## config.mk

```make
export PLATFORM = sky130hd
export DESIGN_NAME = frac_n_synth_sweep_programmer
export DESIGN_NICKNAME = d
export VERILOG_FILES = /design/src/rtl/fsp_pkg.sv /design/src/rtl/fsp_front.sv /design/src/rtl/fsp_queue.sv /design/src/rtl/fsp_back.sv /design/src/rtl/frac_n_synth_sweep_programmer.sv
export SDC_FILE = /design/constraint.sdc
export NUM_CORES = 1
export LEC_CHECK = 0
export BUFFER_PORTS_ARGS = -buffer_cell sky130_fd_sc_hd__buf_4
export CAP_MARGIN = 20
export CORE_MARGIN = 2
export CORE_UTILIZATION = 35
export DETAILED_ROUTE_END_ITERATION = 8
export SLEW_MARGIN = 40
export SYNTH_ARGS = -nofsm -noshare
export SYNTH_HDL_FRONTEND = slang
export SYNTH_HIERARCHICAL = 1
export SYNTH_SLANG_ARGS = --single-unit
```

## constraint.sdc

```tcl
create_clock -name clock -period 6.35 [get_ports clock]
set_input_delay 0.635 -clock clock [delete_from_list [all_inputs] [get_ports clock]]
set_output_delay 0.635 -clock clock [all_outputs]
set_load 0.01 [all_outputs]
```

## src/rtl/fsp_pkg.sv

```systemverilog
// Shared types, codes and constant tables of the sweep programmer.
// No dependencies; every other file imports this package.
package fsp_pkg;

   // Which fixed six-word init set a command asks for.
   typedef enum logic [1:0] {
      SET_NONE = 2'd0,
      SET_0    = 2'd1,
      SET_1    = 2'd2,
      SET_2    = 2'd3
   } set_sel_type;

   // Control part of one queued command from the front to the back.
   typedef struct packed {
      set_sel_type pre_set;    // Band set sent first on a begin request.
      set_sel_type point_set;  // Set re-sent before a point at a band edge.
      logic        is_done;    // Final beat is a done marker, not a point word.
   } cmd_ctl_type;

   localparam int CTL_BITS = $bits(cmd_ctl_type);

   // Two queue entries; the pointers are one bit wide and wrap by themselves.
   localparam int QUEUE_DEPTH = 2;

   // Init words go out from the highest index down to zero.
   localparam logic [2:0] LAST_WORD_IDX = 3'd5;

   // The remainder field of the register-0 word is twelve bits wide.
   localparam int REM_FIELD_BITS = 12;

   function automatic logic [31:0] init_word(set_sel_type sel, logic [2:0] idx);
      logic [31:0] word;
      word = 32'h0;
      case (idx)
         3'd0: begin
            case (sel)
               SET_0:   word = 32'h1068_0000;
               SET_1:   word = 32'h08FC_0000;
               SET_2:   word = 32'h0FA0_0000;
               default: word = 32'h0;
            endcase
         end
         3'd1: word = 32'h0800_9F41;
         3'd2: word = 32'h0102_8E42;
         3'd3: word = 32'h0000_04B3;
         3'd4: begin
            case (sel)
               SET_0:   word = 32'h0090_4024;
               SET_1:   word = 32'h0080_4024;
               SET_2:   word = 32'h00A0_4024;
               default: word = 32'h0;
            endcase
         end
         3'd5: word = 32'h0058_0005;
         default: word = 32'h0;
      endcase
      return word;
   endfunction

endpackage

```

## src/rtl/fsp_front.sv

```systemverilog
// Front end: accepts requests, keeps the sweep state and classifies each
// request into one queued command. Depends on fsp_pkg.
module fsp_front import fsp_pkg::*; #(
   parameter int MODULUS   = 1000,
   parameter int FREQ_BITS = 24
) (
   input  logic                 clock,
   input  logic                 reset,
   input  logic                 req_valid,
   output logic                 req_stall,
   input  logic                 req_type,
   input  logic [FREQ_BITS-1:0] req_start_freq,
   input  logic [FREQ_BITS-1:0] req_end_freq,
   input  logic [FREQ_BITS-1:0] req_step_freq,
   input  logic                 q_full,
   output logic                 q_push,
   output cmd_ctl_type          q_ctl,
   output logic [FREQ_BITS-1:0] q_freq
);

   localparam logic [31:0] BAND_LOW  = 32'(2200 * MODULUS);
   localparam logic [31:0] BAND_HIGH = 32'(4400 * MODULUS);

   logic [FREQ_BITS-1:0] cur_ff, cur_in;
   logic [FREQ_BITS-1:0] end_ff, end_in;
   logic [FREQ_BITS-1:0] step_ff, step_in;
   logic                 sweeping_ff, sweeping_in;
   logic [FREQ_BITS:0]   next_freq;
   logic [FREQ_BITS-1:0] point;
   logic                 accept;

   assign req_stall = q_full;
   assign accept    = req_valid && !q_full;
   assign q_push    = accept;
   assign next_freq = {1'b0, cur_ff} + {1'b0, step_ff};

   always_comb begin
      cur_in      = cur_ff;
      end_in      = end_ff;
      step_in     = step_ff;
      sweeping_in = sweeping_ff;
      q_ctl       = '{pre_set: SET_NONE, point_set: SET_NONE, is_done: 1'b1};
      point       = cur_ff;
      if (req_type == 1'b0) begin
         cur_in  = req_start_freq;
         end_in  = req_end_freq;
         step_in = req_step_freq;
         point   = req_start_freq;
         if (32'(req_start_freq) < BAND_LOW) begin
            q_ctl.pre_set = SET_2;
         end else if (32'(req_start_freq) < BAND_HIGH) begin
            q_ctl.pre_set = SET_0;
         end else begin
            q_ctl.pre_set = SET_1;
         end
         sweeping_in   = (req_start_freq <= req_end_freq);
         q_ctl.is_done = !(req_start_freq <= req_end_freq);
      end else if (sweeping_ff) begin
         if (next_freq <= {1'b0, end_ff}) begin
            cur_in        = next_freq[FREQ_BITS-1:0];
            point         = next_freq[FREQ_BITS-1:0];
            q_ctl.is_done = 1'b0;
         end else begin
            sweeping_in = 1'b0;
         end
      end
      // A point that sits exactly on a band edge re-sends that band's set.
      if (!q_ctl.is_done) begin
         if (32'(point) == BAND_LOW) begin
            q_ctl.point_set = SET_0;
         end else if (32'(point) == BAND_HIGH) begin
            q_ctl.point_set = SET_1;
         end
      end
      q_freq = point;
   end

   always_ff @(posedge clock) begin
      if (reset) begin
         cur_ff      <= '0;
         end_ff      <= '0;
         step_ff     <= '0;
         sweeping_ff <= 1'b0;
      end else if (accept) begin
         cur_ff      <= cur_in;
         end_ff      <= end_in;
         step_ff     <= step_in;
         sweeping_ff <= sweeping_in;
      end
   end

endmodule

```

## src/rtl/fsp_queue.sv

```systemverilog
// Two-entry command queue between the front and the back.
// Depends on fsp_pkg for its depth.
module fsp_queue import fsp_pkg::*; #(
   parameter int DATA_BITS = 26
) (
   input  logic                 clock,
   input  logic                 reset,
   input  logic                 push,
   input  logic [DATA_BITS-1:0] push_data,
   output logic                 full,
   input  logic                 pop,
   output logic                 not_empty,
   output logic [DATA_BITS-1:0] pop_data
);

   localparam int CB = $clog2(QUEUE_DEPTH + 1);

   logic [DATA_BITS-1:0] entry_ff [QUEUE_DEPTH];
   logic                 wr_ptr_ff, rd_ptr_ff;
   logic [CB-1:0]        count_ff;

   assign full      = (count_ff == CB'(QUEUE_DEPTH));
   assign not_empty = (count_ff != '0);
   assign pop_data  = entry_ff[rd_ptr_ff];

   always_ff @(posedge clock) begin
      if (push) begin
         entry_ff[wr_ptr_ff] <= push_data;
      end
   end

   always_ff @(posedge clock) begin
      if (reset) begin
         wr_ptr_ff <= 1'b0;
         rd_ptr_ff <= 1'b0;
         count_ff  <= '0;
      end else begin
         if (push) begin
            wr_ptr_ff <= ~wr_ptr_ff;
         end
         if (pop) begin
            rd_ptr_ff <= ~rd_ptr_ff;
         end
         if (push && !pop) begin
            count_ff <= count_ff + CB'(1);
         end else if (pop && !push) begin
            count_ff <= count_ff - CB'(1);
         end
      end
   end

endmodule

```

## src/rtl/fsp_back.sv

```systemverilog
// Back end: plays out queued commands as register words through an output
// register, with a short reciprocal divider for INT and FRAC. Uses fsp_pkg.
module fsp_back import fsp_pkg::*; #(
   parameter int MODULUS   = 1000,
   parameter int FREQ_BITS = 24
) (
   input  logic                 clock,
   input  logic                 reset,
   input  logic                 q_valid,
   input  cmd_ctl_type          q_ctl,
   input  logic [FREQ_BITS-1:0] q_freq,
   output logic                 q_pop,
   output logic                 rsp_valid,
   input  logic                 rsp_stall,
   output logic [31:0]          rsp_reg_word,
   output logic                 rsp_word_valid,
   output logic                 rsp_sweep_done,
   output logic                 rsp_last
);

   localparam int RB = $clog2(MODULUS);
   localparam logic [RB:0] MOD_EXT = (RB + 1)'(MODULUS);
   localparam logic [FREQ_BITS-1:0] MOD_FB = FREQ_BITS'(MODULUS);
   // Scaled reciprocal of the modulus. The quotient it estimates is either
   // exact or one too small, which the last division step corrects.
   localparam logic [FREQ_BITS-1:0] RECIP =
      FREQ_BITS'((64'd1 << FREQ_BITS) / 64'(MODULUS));
   localparam logic [1:0] DIV_START = 2'd2;

   typedef enum logic [1:0] {
      B_IDLE,
      B_PRE,
      B_MID,
      B_FINAL
   } back_state_type;

   back_state_type           state_ff;
   cmd_ctl_type              ctl_ff;
   logic [2:0]               idx_ff;
   logic                     rsp_valid_ff;
   logic [31:0]              word_ff;
   logic                     word_valid_ff, done_ff, last_ff;
   logic [FREQ_BITS-1:0]     freq_ff;
   logic [FREQ_BITS-1:0]     quo_ff;
   logic [RB-1:0]            rem_ff;
   logic [RB:0]              diff_ff;
   logic [1:0]               div_cnt_ff;
   logic [2*FREQ_BITS-1:0]   recip_prod;
   logic [FREQ_BITS-1:0]     quo_times_mod;
   logic [FREQ_BITS-1:0]     diff_full;
   logic                     load_ok;
   logic                     emit;
   logic [31:0]              point_word;
   back_state_type           after_pre;

   assign load_ok   = !rsp_valid_ff || !rsp_stall;
   assign q_pop     = (state_ff == B_IDLE) && q_valid;
   assign after_pre = (ctl_ff.point_set != SET_NONE) ? B_MID : B_FINAL;

   // A new beat is loaded in every word state, except that a point word
   // waits until the divider has finished.
   assign emit = load_ok && ((state_ff == B_PRE) || (state_ff == B_MID)
               || ((state_ff == B_FINAL) && (ctl_ff.is_done || (div_cnt_ff == '0))));

   // Division by the modulus in three steps: the reciprocal product gives a
   // quotient estimate at pickup, the next cycle forms the remainder, and the
   // last one folds a remainder at or above the modulus back into range.
   assign recip_prod    = (2*FREQ_BITS)'(q_freq) * (2*FREQ_BITS)'(RECIP);
   assign quo_times_mod = quo_ff * MOD_FB;
   assign diff_full     = freq_ff - quo_times_mod;

   assign point_word = (32'(quo_ff) << 15)
                     | 32'({REM_FIELD_BITS'(rem_ff), 3'b000});

   always_ff @(posedge clock) begin
      if (reset) begin
         div_cnt_ff <= '0;
      end else if (q_pop) begin
         freq_ff    <= q_freq;
         quo_ff     <= recip_prod[2*FREQ_BITS-1 -: FREQ_BITS];
         div_cnt_ff <= DIV_START;
      end else begin
         case (div_cnt_ff)
            2'd2: begin
               diff_ff    <= diff_full[RB:0];
               div_cnt_ff <= 2'd1;
            end
            2'd1: begin
               if (diff_ff >= MOD_EXT) begin
                  quo_ff <= quo_ff + FREQ_BITS'(1);
                  rem_ff <= RB'(diff_ff - MOD_EXT);
               end else begin
                  rem_ff <= diff_ff[RB-1:0];
               end
               div_cnt_ff <= 2'd0;
            end
            default: begin
               div_cnt_ff <= '0;
            end
         endcase
      end
   end

   always_ff @(posedge clock) begin
      if (reset) begin
         state_ff     <= B_IDLE;
         rsp_valid_ff <= 1'b0;
      end else begin
         if (load_ok) begin
            rsp_valid_ff <= emit;
         end
         case (state_ff)
            B_IDLE: begin
               if (q_valid) begin
                  ctl_ff <= q_ctl;
                  idx_ff <= LAST_WORD_IDX;
                  if (q_ctl.pre_set != SET_NONE) begin
                     state_ff <= B_PRE;
                  end else if (q_ctl.point_set != SET_NONE) begin
                     state_ff <= B_MID;
                  end else begin
                     state_ff <= B_FINAL;
                  end
               end
            end
            B_PRE: begin
               if (load_ok) begin
                  word_ff       <= init_word(ctl_ff.pre_set, idx_ff);
                  word_valid_ff <= 1'b1;
                  done_ff       <= 1'b0;
                  last_ff       <= 1'b0;
                  if (idx_ff == 3'd0) begin
                     idx_ff   <= LAST_WORD_IDX;
                     state_ff <= after_pre;
                  end else begin
                     idx_ff <= idx_ff - 3'd1;
                  end
               end
            end
            B_MID: begin
               if (load_ok) begin
                  word_ff       <= init_word(ctl_ff.point_set, idx_ff);
                  word_valid_ff <= 1'b1;
                  done_ff       <= 1'b0;
                  last_ff       <= 1'b0;
                  if (idx_ff == 3'd0) begin
                     state_ff <= B_FINAL;
                  end else begin
                     idx_ff <= idx_ff - 3'd1;
                  end
               end
            end
            B_FINAL: begin
               if (ctl_ff.is_done) begin
                  if (load_ok) begin
                     word_ff       <= 32'h0;
                     word_valid_ff <= 1'b0;
                     done_ff       <= 1'b1;
                     last_ff       <= 1'b1;
                     state_ff      <= B_IDLE;
                  end
               end else if (load_ok && (div_cnt_ff == '0)) begin
                  word_ff       <= point_word;
                  word_valid_ff <= 1'b1;
                  done_ff       <= 1'b0;
                  last_ff       <= 1'b1;
                  state_ff      <= B_IDLE;
               end
            end
            default: begin
               state_ff <= B_IDLE;
            end
         endcase
      end
   end

   assign rsp_valid      = rsp_valid_ff;
   assign rsp_reg_word   = word_ff;
   assign rsp_word_valid = word_valid_ff;
   assign rsp_sweep_done = done_ff;
   assign rsp_last       = last_ff;

`ifndef SYNTHESIS
   a_word_xor_done: assert property (@(posedge clock) disable iff (reset)
      rsp_valid_ff |-> (word_valid_ff != done_ff))
      else $error("result carries both or neither of word and done");

   a_done_is_last: assert property (@(posedge clock) disable iff (reset)
      (rsp_valid_ff && done_ff) |-> last_ff)
      else $error("done marker not flagged as last beat");

   a_div_started: assert property (@(posedge clock) disable iff (reset)
      q_pop |=> (div_cnt_ff == DIV_START) && (state_ff != B_IDLE))
      else $error("command popped without starting its division");

   a_point_after_div: assert property (@(posedge clock) disable iff (reset)
      (rsp_valid_ff && !$past(rsp_valid_ff) && last_ff && word_valid_ff)
         |-> (div_cnt_ff == '0))
      else $error("point word sent before the divider finished");
`endif

endmodule

```

## src/rtl/frac_n_synth_sweep_programmer.sv

```systemverilog
// Top level of the fractional-N sweep programmer: front, command queue, back.
// Depends on fsp_pkg, fsp_front, fsp_queue and fsp_back.
//
// Usage: each beat on the req_ channel is one request. A begin request
// (req_type 0) loads start, end and step and produces the six init words of
// the start band, then the start point's register-0 word, or a done marker
// when start lies beyond end. An advance request (req_type 1) produces the
// next point's word, or a done marker once the sweep has passed its end. A
// point exactly on a band edge is preceded by that band's six init words.
// Each rsp_ beat carries one word or a done marker; rsp_last marks a request's final beat.
// Timing: a request is taken in the cycle it is offered unless the two-entry
// queue is full, so requests can arrive back to back. The back picks up a
// command, then loads one beat per cycle while the output is not stalled; a
// point word waits on a three-step reciprocal divider and is loaded once the
// divider has finished. Reset idles the sweep with all limits zero and empties
// the queue and the output register. While rsp_stall is high with a valid
// beat out, that beat holds and no new beat is loaded; the front keeps
// accepting until the queue is full, then stalls.
module frac_n_synth_sweep_programmer import fsp_pkg::*; #(
   parameter int MODULUS   = 1000,
   parameter int FREQ_BITS = 24
) (
   input  logic                 clock,
   input  logic                 reset,
   input  logic                 req_valid,
   output logic                 req_stall,
   input  logic                 req_type,
   input  logic [FREQ_BITS-1:0] req_start_freq,
   input  logic [FREQ_BITS-1:0] req_end_freq,
   input  logic [FREQ_BITS-1:0] req_step_freq,
   output logic                 rsp_valid,
   input  logic                 rsp_stall,
   output logic [31:0]          rsp_reg_word,
   output logic                 rsp_word_valid,
   output logic                 rsp_sweep_done,
   output logic                 rsp_last
);

   // A queued command is its control struct on top of the point frequency.
   localparam int CMD_BITS = CTL_BITS + FREQ_BITS;

   cmd_ctl_type          push_ctl, pop_ctl;
   logic [FREQ_BITS-1:0] push_freq, pop_freq;
   logic                 q_push, q_full, q_pop, q_not_empty;
   logic [CMD_BITS-1:0]  q_pop_data;

   fsp_front #(
      .MODULUS   (MODULUS),
      .FREQ_BITS (FREQ_BITS)
   ) u_front (
      .clock          (clock),
      .reset          (reset),
      .req_valid      (req_valid),
      .req_stall      (req_stall),
      .req_type       (req_type),
      .req_start_freq (req_start_freq),
      .req_end_freq   (req_end_freq),
      .req_step_freq  (req_step_freq),
      .q_full         (q_full),
      .q_push         (q_push),
      .q_ctl          (push_ctl),
      .q_freq         (push_freq)
   );

   fsp_queue #(
      .DATA_BITS (CMD_BITS)
   ) u_queue (
      .clock     (clock),
      .reset     (reset),
      .push      (q_push),
      .push_data ({push_ctl, push_freq}),
      .full      (q_full),
      .pop       (q_pop),
      .not_empty (q_not_empty),
      .pop_data  (q_pop_data)
   );

   assign pop_ctl  = cmd_ctl_type'(q_pop_data[CMD_BITS-1 -: CTL_BITS]);
   assign pop_freq = q_pop_data[FREQ_BITS-1:0];

   fsp_back #(
      .MODULUS   (MODULUS),
      .FREQ_BITS (FREQ_BITS)
   ) u_back (
      .clock          (clock),
      .reset          (reset),
      .q_valid        (q_not_empty),
      .q_ctl          (pop_ctl),
      .q_freq         (pop_freq),
      .q_pop          (q_pop),
      .rsp_valid      (rsp_valid),
      .rsp_stall      (rsp_stall),
      .rsp_reg_word   (rsp_reg_word),
      .rsp_word_valid (rsp_word_valid),
      .rsp_sweep_done (rsp_sweep_done),
      .rsp_last       (rsp_last)
   );

endmodule
```

==> impl_metrics.py <==
metrics = {
    "floorplanning": {
        "dieWidth_um": 229.3,
        "die_area_um2": 52580,
        "io_pins": 114,
        "fp.dieH_um": 229.3,
        "num_rows": 82,
        "initial_core_util_pct": 35.41,
        "coreArea_um2": 50170,
    },
    "status": {
        "status": "finished clean",
    },
    "setup_path": {
        "start_kind": "flip-flop",
        "critical_path_class": "flip-flop to flip-flop",
        "critPathMaxFanout": 7,
        "r2r-end": "u_queue/entry_ff[0][25]$_DFFE_PP_",
        "worst_ep_arrival_time_ps": 6250,
        "path_common_cell": "ha_1",
        "r2r_slack_ps": 460,
        "path_delay_family": "compound AO/OA/AOI/OAI gates",
        "ff2ff_path_depth": 20,
        "crit_slowest_cell": "or4_1",
        "cp-end-kind": "flip-flop",
        "critPathMaxStageDelay_ps": 540,
        "worstReg2RegStart": "u_front/cur_ff[0]$_SDFFE_PP0P_",
        "cp_num_buf_inv": 1,
        "critPathRequiredTime_ps": 6710,
        "path_cells": "ha_1 > inv_1 > fa_1 > nand2b_1 > a211oi_2 > o211ai_2 > a21oi_1 > o41ai_2 > xnor2_1 > ha_1 > a211oi_1 > nor2_1 > a2111oi_4 > nand4_1 > a21oi_2 > nand2_2 > and3_1 > a221o_1 > or4_1 > nor4_2",
    },
    "detailed_routing": {
        "vias_per_cell": 5.214,
        "final_antenna_net_count": 0,
        "dr.max_layer_used": "met4",
        "met3_wirelength_um": 2001,
        "vias": 13519,
        "drt_pass1_iterations": 5,
        "wl_met2_um": 20980,
        "finalWirelength_um": 44040,
        "wl_met1_um": 20240,
        "drc": 0,
        "detail_route.iter0.violations": 737,
        "wl_per_cell_um": 16.98,
    },
    "yosys": {
        "yosysWarnings": 6,
        "yosysSeqAreaShare_pct": 34.54,
        "synth-edff-count": 149,
        "synth_cell_type_count": 90,
        "synth_largest_area_cell": "edfxtp_1",
        "synth_top_flop_cell": "edfxtp_1",
        "synth.area.top_cells": "edfxtp_1, ha_1, dfxtp_1, fa_1, nand2_1",
        "syn_area_um2": 17770,
        "synthCells": 1804,
        "synth_top_area_share_pct": 25.18,
        "syn_avg_cell_area_um2": 9.849,
        "synth.ff_latch_count": 232,
        "syn-num-nets": 2224,
        "yosys.cell_count.top_type": "ha_1",
        "synth_common_cells": "ha_1, nand2_1, inv_1, edfxtp_1, a21oi_1",
        "async_flop_share_pct": 0,
    },
    "timing": {
        "setup-tns-final_ps": 0,
        "fin_skew_ps": 31.93,
        "final_hold_viol_count": 0,
        "layout_setup_ws_ps": 456.9,
        "fin_crit_sh_pct": 92.80,
        "finalMaxSlewViolations": 0,
        "max_clock_freq_mhz": 169.7,
        "period_needed_ps": 5893,
        "worst_pin_slew_ps": 770.5,
        "final-setup-viol-count": 0,
        "grt_setup_unrepaired": "no",
        "whs_ps": 331.9,
        "slew_headroom_pct": 48.63,
    },
    "place": {
        "preCtsSetupSlack_ps": 252.7,
        "postPlaceCellArea_um2": 19370,
        "io_buffers": 112,
        "hpwl_um": 35270,
        "gp_congestion": 0.9168,
    },
    "clocking": {
        "post_cts_buffers": 0,
        "cts_tree": "built",
        "clk_latency_ps": 560,
        "root_buffer": "clkbuf_16",
        "path_clk_slew_ps": 60,
        "holdBufCountCts": 0,
        "htreeDepth": 1,
        "clock_sinks": 232,
        "cts_buffers": 26,
        "clk_path_buf_depth": 3,
    },
    "global_route": {
        "grtUsageTotal_pct": 16.64,
        "grt_pass1_wl_um": 71220,
        "grt_overflow": 0,
        "grt_max_degree": 86,
        "grt_pass1_vias": 13511,
        "antenna_found_initial": 0,
    },
    "worst_hold_path": {
        "min_to": "u_front/step_ff[7]$_SDFFE_PP0P_",
        "hold_class": "primary input to flip-flop",
        "hold_path_depth": 3,
        "hp-start": "req_step_freq[7]",
    },
    "final_layout": {
        "drive_above_1_share_pct": 13.33,
        "syn_to_final_growth_pct": 14.20,
        "fin_nets": 2321,
        "stdcell_area_um2": 20290,
        "diodes": 0,
    },
    "job": {
        "maxCapViolCount": 0,
    },
}
registers in the layout (all words and copies together) (netlist names), 3 cells and up, named ones only:
register and flops:
u_queue/entry_ff 58, u_front/step_ff 24, u_back/diff_ff 11, u_front/end_ff 24, u_back/quo_ff 17, u_back/rem_ff 10, u_back/idx_ff 3, u_back/ctl_ff 5
u_back/rsp_reg_word 31, u_back/freq_ff 11, u_front/cur_ff 24
area by class of cell:
type / count / area (um^2)
Clock buffer: 31 / 700.7
Inverter: 160 / 600.6
Multi-Input combinational cell: 1347 / 10780
Sequential cell: 232 / 6136
Timing Repair Buffer: 134 / 1017
Clock inverter: 17 / 217.7
Tap cell: 672 / 840.8
Fill cell: 4893 / 29880
worst min-delay path: cells and delay by family:
family	cells	cell delay, ps
buf+inv	1	110
simple gates	1	40
compound gates	1	50
routing by layer:
layer | track usage, % | vias up
met5 | 0 | -
met4 | 3.369 | 0
met3 | 2.054 | 63
met2 | 28.99 | 334
met1 | 22.16 | 6492
li1 | - | 6630
repair_timing:
item / CTS / global route
gates resized for setup: 0 / 1
endpoints found under the hold margin: 0 / 0
endpoints found under the setup margin: 0 / 4
cell families after synthesis:
| family | share of synthesized area [%] |
|---|---|
| xor gates and xnor gates | 3.056 |
| AOI/OAI and AO/OA | 14.93 |
| buffers and inverters | 5.049 |
| adders and majority gates | 26.77 |
| other | 0.02111 |
| DFF | 34.54 |
| muxes | 2.648 |
| and+or+nand+nor | 12.99 |
through the flow:
| stage | utilization [%] | std cells |
|---|---|---|
| final | 40.44 | 2593 |
| after detailed placement | 38.60 | 2545 |
| after global routing | 40.44 | 2593 |
| after floorplan | - | 1804 |
| after CTS | 40.43 | 2593 |
| after global placement | 38.55 | 2544 |
layout by cell type (no fill, tap or decap), types with 6 or more instances in the layout:
cell | synthesis | final
o21bai_1 | 10 | 10
edfxtp_1 | 149 | 149
nand3_1 | 32 | 32
a211o_1 | 6 | 6
o21ai_0 | 54 | 54
mux2i_1 | 11 | 11
clkbuf_16 | 0 | 27
nor2b_1 | 18 | 17
dfxtp_1 | 83 | 83
a21o_1 | 33 | 33
a21oi_1 | 148 | 147
nor2_1 | 86 | 84
nor3_1 | 17 | 17
inv_1 | 159 | 159
o31ai_1 | 6 | 6
or2_2 | 6 | 6
a211oi_1 | 18 | 17
buf_4 | 5 | 132
nand2b_1 | 10 | 10
nand2_1 | 255 | 255
a21oi_2 | 5 | 6
and3_1 | 10 | 10
nor4_1 | 9 | 9
a211oi_2 | 7 | 7
ha_1 | 281 | 281
or3_1 | 8 | 8
xor2_1 | 18 | 18
o21a_1 | 12 | 12
a221o_1 | 6 | 6
a31oi_1 | 19 | 19
mux2_2 | 32 | 32
fa_1 | 62 | 62
nand4_1 | 16 | 16
and2_1 | 9 | 9
o211ai_1 | 6 | 6
xnor2_1 | 44 | 44
worst max-delay path by stage:
stage | start | to | cells after the start
after floorplan | flip-flop | u_back/quo_ff[7]$_DFFE_PP_ | 18
after global placement | u_front/cur_ff[0]$_SDFFE_PP0P_ | u_queue/entry_ff[1][25]$_DFFE_PP_ | 20
after detailed placement | u_front/cur_ff[0]$_SDFFE_PP0P_ | u_queue/entry_ff[1][25]$_DFFE_PP_ | 20
after CTS | u_front/cur_ff[0]$_SDFFE_PP0P_ | u_queue/entry_ff[0][25]$_DFFE_PP_ | 20
after global routing | u_front/cur_ff[0]$_SDFFE_PP0P_ | u_queue/entry_ff[0][26]$_DFFE_PP_ | 20
final | u_front/cur_ff[0]$_SDFFE_PP0P_ | u_queue/entry_ff[0][25]$_DFFE_PP_ | 20
Power is left out: the tool's default activity adds up to more than one toggle a clock period on the data nets, which glitch-free logic cannot reach.
